--- src/sv/qwvs_ram.sv ---
// Generic single-port RAM with registered read.
module qwvs_ram #(
    parameter int WIDTH = 8,
    parameter int DEPTH = 16,
    parameter int AW    = (DEPTH > 1) ? $clog2(DEPTH) : 1
) (
    input  logic             clk,
    input  logic             we,
    input  logic [AW-1:0]    addr,
    input  logic [WIDTH-1:0] wdata,
    output logic [WIDTH-1:0] rdata
);

    logic [WIDTH-1:0] mem [DEPTH];

    always_ff @(posedge clk)
    begin
        if (we)
        begin
            mem[addr] <= wdata;
        end
        rdata <= mem[addr];
    end

endmodule
--- config.mk ---
export PLATFORM = sky130hd
export DESIGN_NAME = qwvs_ram
export DESIGN_NICKNAME = d
export VERILOG_FILES = /design/src/sv/qwvs_ram.sv
export SDC_FILE = /design/constraint.sdc
export NUM_CORES = 1
export LEC_CHECK = 0
export ABC_CLOCK_PERIOD_IN_PS = 2150
export BUFFER_PORTS_ARGS = -buffer_cell sky130_fd_sc_hd__buf_2
export CAP_MARGIN = 10
export CORE_ASPECT_RATIO = 0.6
export CORE_MARGIN = 3
export CORE_UTILIZATION = 40
export CTS_CLUSTER_DIAMETER = 150
export CTS_CLUSTER_SIZE = 8
export DETAILED_ROUTE_END_ITERATION = 7
export GPL_TIMING_DRIVEN = 0
export PLACE_DENSITY = 0.61
export SYNTH_ARGS = -nofsm -noshare
export SYNTH_HDL_FRONTEND = slang
export SYNTH_SLANG_ARGS = --single-unit
export TNS_END_PERCENT = 30
--- constraint.sdc ---
create_clock -name clk -period 2.15 [get_ports clk]
set_clock_uncertainty 0.05 [all_clocks]
set_input_delay 0.43 -clock clk [delete_from_list [all_inputs] [get_ports clk]]
set_output_delay 0.43 -clock clk [all_outputs]
set_load 0.005 [all_outputs]
==> results of run 1 <==
## state kept, by name (all words and copies together) (netlist names)
register / count
mem: 128
rdata: 8
## logic make-up after synthesis
family	synth area share [%]
compound gates	2.37
simple gates	3.21
buf+inv	1.19
flops	79.0
mux	14.2
## critical path, stage by stage
cell and delay [ps]:
buf_2 270, buf_1 470, nand2_1 240, nor2_1 680
## worst paths after layout
check	end	from	slack, ps
max	mem[3][1]	addr[1]	40
min	mem[6][4]	wdata[4]	370
min reg2reg	rdata[4]	mem[13][4]	650
max reg2reg	rdata[4]	mem[6][4]	750
## cell type report
class                      instances  area, um2
tap                              165        206
sequential                       136       4000
clock buffer                      19        433
timing repair buffer              20        100
multi-input combinational         83       1020
buffer                            11       60.1
fill                            1005       6240
clock inverter                    13        155
## layer usage
layer  track usage, %  part of all wire, %
met1             25.7                   50
met2             21.0                   43
met3             5.62                  6.0
met4             5.20                  1.1
met5                0                    0
## what timing repair did
item	4_1_cts	5_1_grt
setup endpoints to repair	8	64
endpoints found under the hold margin	0	0
gates resized for setup	1	1
cloned	0	0
## power groups by stage
stage / Combinational [mW] / Sequential (mW) / Clock (mW)
CTS: 0.289 / 2.98 / 2.92
global placement: 0.282 / 3.03 / 0
finish: 0.287 / 2.98 / 2.88
global route: 0.313 / 2.98 / 3.05
floorplan: 0.153 / 3.03 / 0
detailed placement: 0.287 / 3.03 / 0
## layout by cell type (no fill, tap or decap), drive strengths merged
cell,synthesis,final
edfxtp,128,128
mux4,32,32
buf,8,28
clkbuf,3,22
a22oi,16,16
nor2,13,13
nand2,9,9
dfxtp,8,8
clkinv,0,7
nor3,4,4
bufinv,0,3
nor2b,2,2
nand3b,2,2
nand2b,2,2
clkinvlp,0,2
and2,1,1
nand3,1,1
or3b,1,1
inv,0,1
==> flow_summary_export.csv, run 1 <==
group,metric,value,unit
status,status,"finished clean",
floorplanning,ios,22,
route,drt_pass1_iterations,4,
timing,finalSetupTns,0,ps
layout,stdcell_count,447,
placement,place_ws,-535,ps
clock_tree,cts_buffer_depth,2,
clock_tree,numCtsBuffers,17,
route,vias,2384,
timing,slew_headroom,22.2,%
placement,dpl.cell_count,415,
yosys,yosys.area.top_type,"edfxtp_1",
global_routing,antenna_found_initial,0,
yosys,synthDistinctLibCells,18,
power,p_per_area,1030,mW/mm2
clock_tree,cts_tree,"done",
yosys,ys_top_cells_by_count,"128 x edfxtp_1, 32 x mux4_2, 16 x a22oi_1",
layout,final_layout_size_suffix_gt1_share,31.9,%
clock_tree,htree_levels,4,
flow_run,max_cap_viol_count,0,
critical_path,worstPathMaxFanout,10,
global_routing,grt-ovfl-total,0,
timing,setup_viol,0,
yosys,ys_ff_latch,136,
route,drc,0,
power,cellLeakagePower,1.93,nW
timing,hold_viol,0,
layout,finalNetCount,283,
route,first_iter_violations,252,
yosys,syn_area_per_cell,22.0,um2
floorplanning,fp.dieH,93.2,um
global_routing,grt_usage,16.3,%
yosys,synth-edff-count,128,
route,drt_wl_total,10500,um
yosys,synth_most_common_cell,"edfxtp_1",
critical_path,critPathArrivalTime,2100,ps
yosys,ys_seq_area_share,79.0,%
critical_path,critical_path_required,2140,ps
placement,dpl.hpwl,6660,um
global_routing,grt_pass1_vias,2455,
placement,numPortBuffers,19,
layout,post-route-cell-area,0.00597,mm2
route,wl_per_cell,23.4,um
power,pwr-share-comb,4.7,%
timing,tightest_slew,1160,ps
yosys,yosysWarnings,0,
route,ant_nets,0,
floorplanning,rows,31,
layout,finish.utilization,48.9,%
clock_tree,post_cts_buffers,0,
yosys,yosys-top-cells-area,"edfxtp_1 76%, mux4_2 14%, dfxtp_1 3.2%, a22oi_1 2.4%, nor2_1 0.96%",
timing,period_needed,2110,ps
floorplanning,start_util,41.5,%
timing,worst_slack,38.6,ps
yosys,syn-cell-area,0.00507,mm2
power,pwr-share-seq,48.5,%
route,vias_per_cell,5.33,
clock_tree,clkLatencyLatePin,410,ps
power,finalPower,6.15,mW
timing,fin_crit_sh,98.2,%
clock_tree,root_buffer,"clkbuf_16",
min_path,hold_path_class,"in2reg",
yosys,synth_nets,244,
placement,gp_congestion,0.753,
power,cellInternalPower,4.89,mW
critical_path,startpoint_type,"input pin",
global_routing,grt_pass1_wl,15600,um
timing,timing.fmax,474,MHz
power,switching_share,20.4,%
clock_tree,numClockSinks,136,
floorplanning,die_x,151,um
floorplanning,dieArea,0.0141,mm2
placement,dpl_cell_area,0.00537,mm2
timing,rsz0062_at_grt,"true",
timing,holdWs,370,ps
global_routing,grt_max_degree,17,
power,pwr-share-clk,46.9,%
clock_tree,postCtsHoldBufs,0,
critical_path,critPathCaptureType,"flip-flop",
min_path,hold_path_depth,1,
clock_tree,path_clk_slew,60,ps
power,ir_drop,0.000627,V
power,power_switching,1.26,mW
timing,drv_slew,0,
yosys,async_reset_ff_share,0,%
critical_path,path_class,"in2reg",
floorplanning,core,0.0122,mm2
critical_path,r2r_cells,3,
yosys,synthFlopType,"edfxtp_1",
layout,antennaDiodeCount,0,
yosys,synth_top_area_share,75.9,%
yosys,syn_inst,230,
layout,areaGrowthSynthToFinish,17.9,%
No activity file was read; power rests on OpenSTA's default activity.
==> run 2, diff against run 1 <==
- CELL_PAD_IN_SITES_DETAIL_PLACEMENT: unset -> 1
- CELL_PAD_IN_SITES_GLOBAL_PLACEMENT: unset -> 2
- CORE_ASPECT_RATIO: 0.6 -> 1.1
- PLACE_DENSITY: 0.61 -> 0.72
==> run 2 against run 1 <==
Via count grew 0.13%. Register-to-register slack lost 70 ps. Worst hold slack gained 12 ps. Worst setup slack lost 8.4 ps. Critical path type unchanged.
==> flow_summary_export.csv, run 2 (synthesis gave the netlist of run 1 again) <==
group,metric,value,unit
status,status,"finished clean",
floorplanning,core,0.0122,mm2
power,p_per_area,1050,mW/mm2
clock_tree,clkLatencyLatePin,410,ps
timing,setup_viol,0,
global_routing,grt_pass1_vias,2535,
global_routing,grt-ovfl-total,0,
timing,hold_viol,0,
floorplanning,fp.dieH,124,um
route,wl_per_cell,24.0,um
flow_run,max_cap_viol_count,0,
timing,drv_slew,0,
global_routing,antenna_found_initial,0,
layout,mostFrequentLayoutCells,"128 x edfxtp_1, 32 x mux4_2, 21 x buf_2",
route,vias,2387,
placement,place_ws,-434,ps
clock_tree,cts_tree,"done",
route,ant_nets,0,
global_routing,grt_max_degree,17,
layout,areaGrowthSynthToFinish,18.8,%
layout,largest_reg_flops,128,
clock_tree,postCtsHoldBufs,0,
timing,slew_headroom,44.9,%
critical_path,critical_path_required,2130,ps
timing,finalSetupTns,0,ps
clock_tree,path_clk_slew,50,ps
route,drc,0,
global_routing,grt_usage,16.3,%
route,vias_per_cell,5.45,
clock_tree,numClockSinks,136,
route,first_iter_violations,192,
clock_tree,cts_buffer_depth,2,
timing,rsz0062_at_grt,"true",
clock_tree,post_cts_resized,1,
floorplanning,dieArea,0.0141,mm2
critical_path,critPathCaptureType,"flip-flop",
floorplanning,start_util,41.6,%
critical_path,path_class,"in2reg",
global_routing,grt_pass1_wl,15900,um
placement,dpl.hpwl,6750,um
power,ir_drop,0.000430,V
critical_path,startpoint_type,"input pin",
clock_tree,post_cts_buffers,0,
layout,mostFrequentLayoutCell,"edfxtp_1",
layout,finalNetCount,285,
floorplanning,die_x,113,um
timing,timing.fmax,472,MHz
critical_path,worstPathMaxFanout,10,
timing,tightest_slew,821,ps
layout,antennaDiodeCount,0,
layout,final_layout_size_suffix_gt1_share,33.5,%
critical_path,critPathArrivalTime,2100,ps
layout,largestRegisters,"mem x128, rdata x8",
floorplanning,ios,22,
placement,gp_congestion,0.722,
power,cellLeakagePower,1.97,nW
placement,numPortBuffers,19,
floorplanning,rows,42,
timing,fin_crit_sh,98.6,%
route,drt_pass1_iterations,4,
min_path,hold_path_class,"in2reg",
layout,regMostFlops,"mem",
clock_tree,numCtsBuffers,17,
clock_tree,htree_levels,4,
route,drt_wl_total,10500,um
critical_path,regToRegSetupSlack,680,ps
timing,period_needed,2120,ps
layout,nFillCells,1124,
clock_tree,root_buffer,"clkbuf_16",
timing,worst_slack,30.2,ps
[run 2: routing by layer]
| metal | global-route usage, % | routed length, um | up-vias | part of all wire (%) |
|---|---|---|---|---|
| met5 | 0 | 0 | - | 0 |
| met4 | 6.09 | 129 | 0 | 1.2 |
| met3 | 3.89 | 447 | 12 | 4.2 |
| met2 | 26.6 | 5350 | 66 | 51 |
| met1 | 21.5 | 4590 | 1268 | 44 |
| li1 | - | - | 1041 | - |
[run 2: path summary, 6_finish.rpt]
kind	cells past startpoint	endpoint	from
max	4	mem[2][4]	addr[1]
min	1	mem[15][7]	wdata[7]
max reg2reg	3	rdata[4]	mem[15][4]
min reg2reg	3	rdata[1]	mem[1][1]
[run 2: cell type report]
type	instances	area, um2	share of cell area, %
Clock inverter	9	145	2.41
Sequential cell	136	4000	66.5
Buffer	11	60.1	0.998
Timing Repair Buffer	22	118	1.95
Clock buffer	23	478	7.94
Tap cell	154	193	3.20
Multi-Input combinational cell	83	1020	17.0
[run 2: through the flow]
| stage | area, um2 | util (%) | power, mW | instances | hold WS (ps) |
|---|---|---|---|---|---|
| floorplan | 5070 | - | 3.19 | 230 | 479 |
| global placement | 5360 | 43.9 | 3.31 | 403 | 623 |
| detailed placement | 5380 | 44.1 | 3.32 | 406 | 638 |
| CTS | 6000 | 49.2 | 6.34 | 438 | 371 |
| global route | 6020 | 49.4 | 6.49 | 438 | 383 |
| finish | 6020 | 49.4 | 6.31 | 438 | 381 |
[run 2: critical path, stage by stage]
cell and delay, ps:
buf_2 250, buf_1 490, nand2b_1 260, nor2_1 670
[run 2: power by group]
group          internal, mW  total [mW]  switching (mW)
Combinational         0.113       0.284           0.171
Sequential             2.97        2.98          0.0139
Clock                  2.02        3.04            1.02
Total                  5.10        6.31            1.21
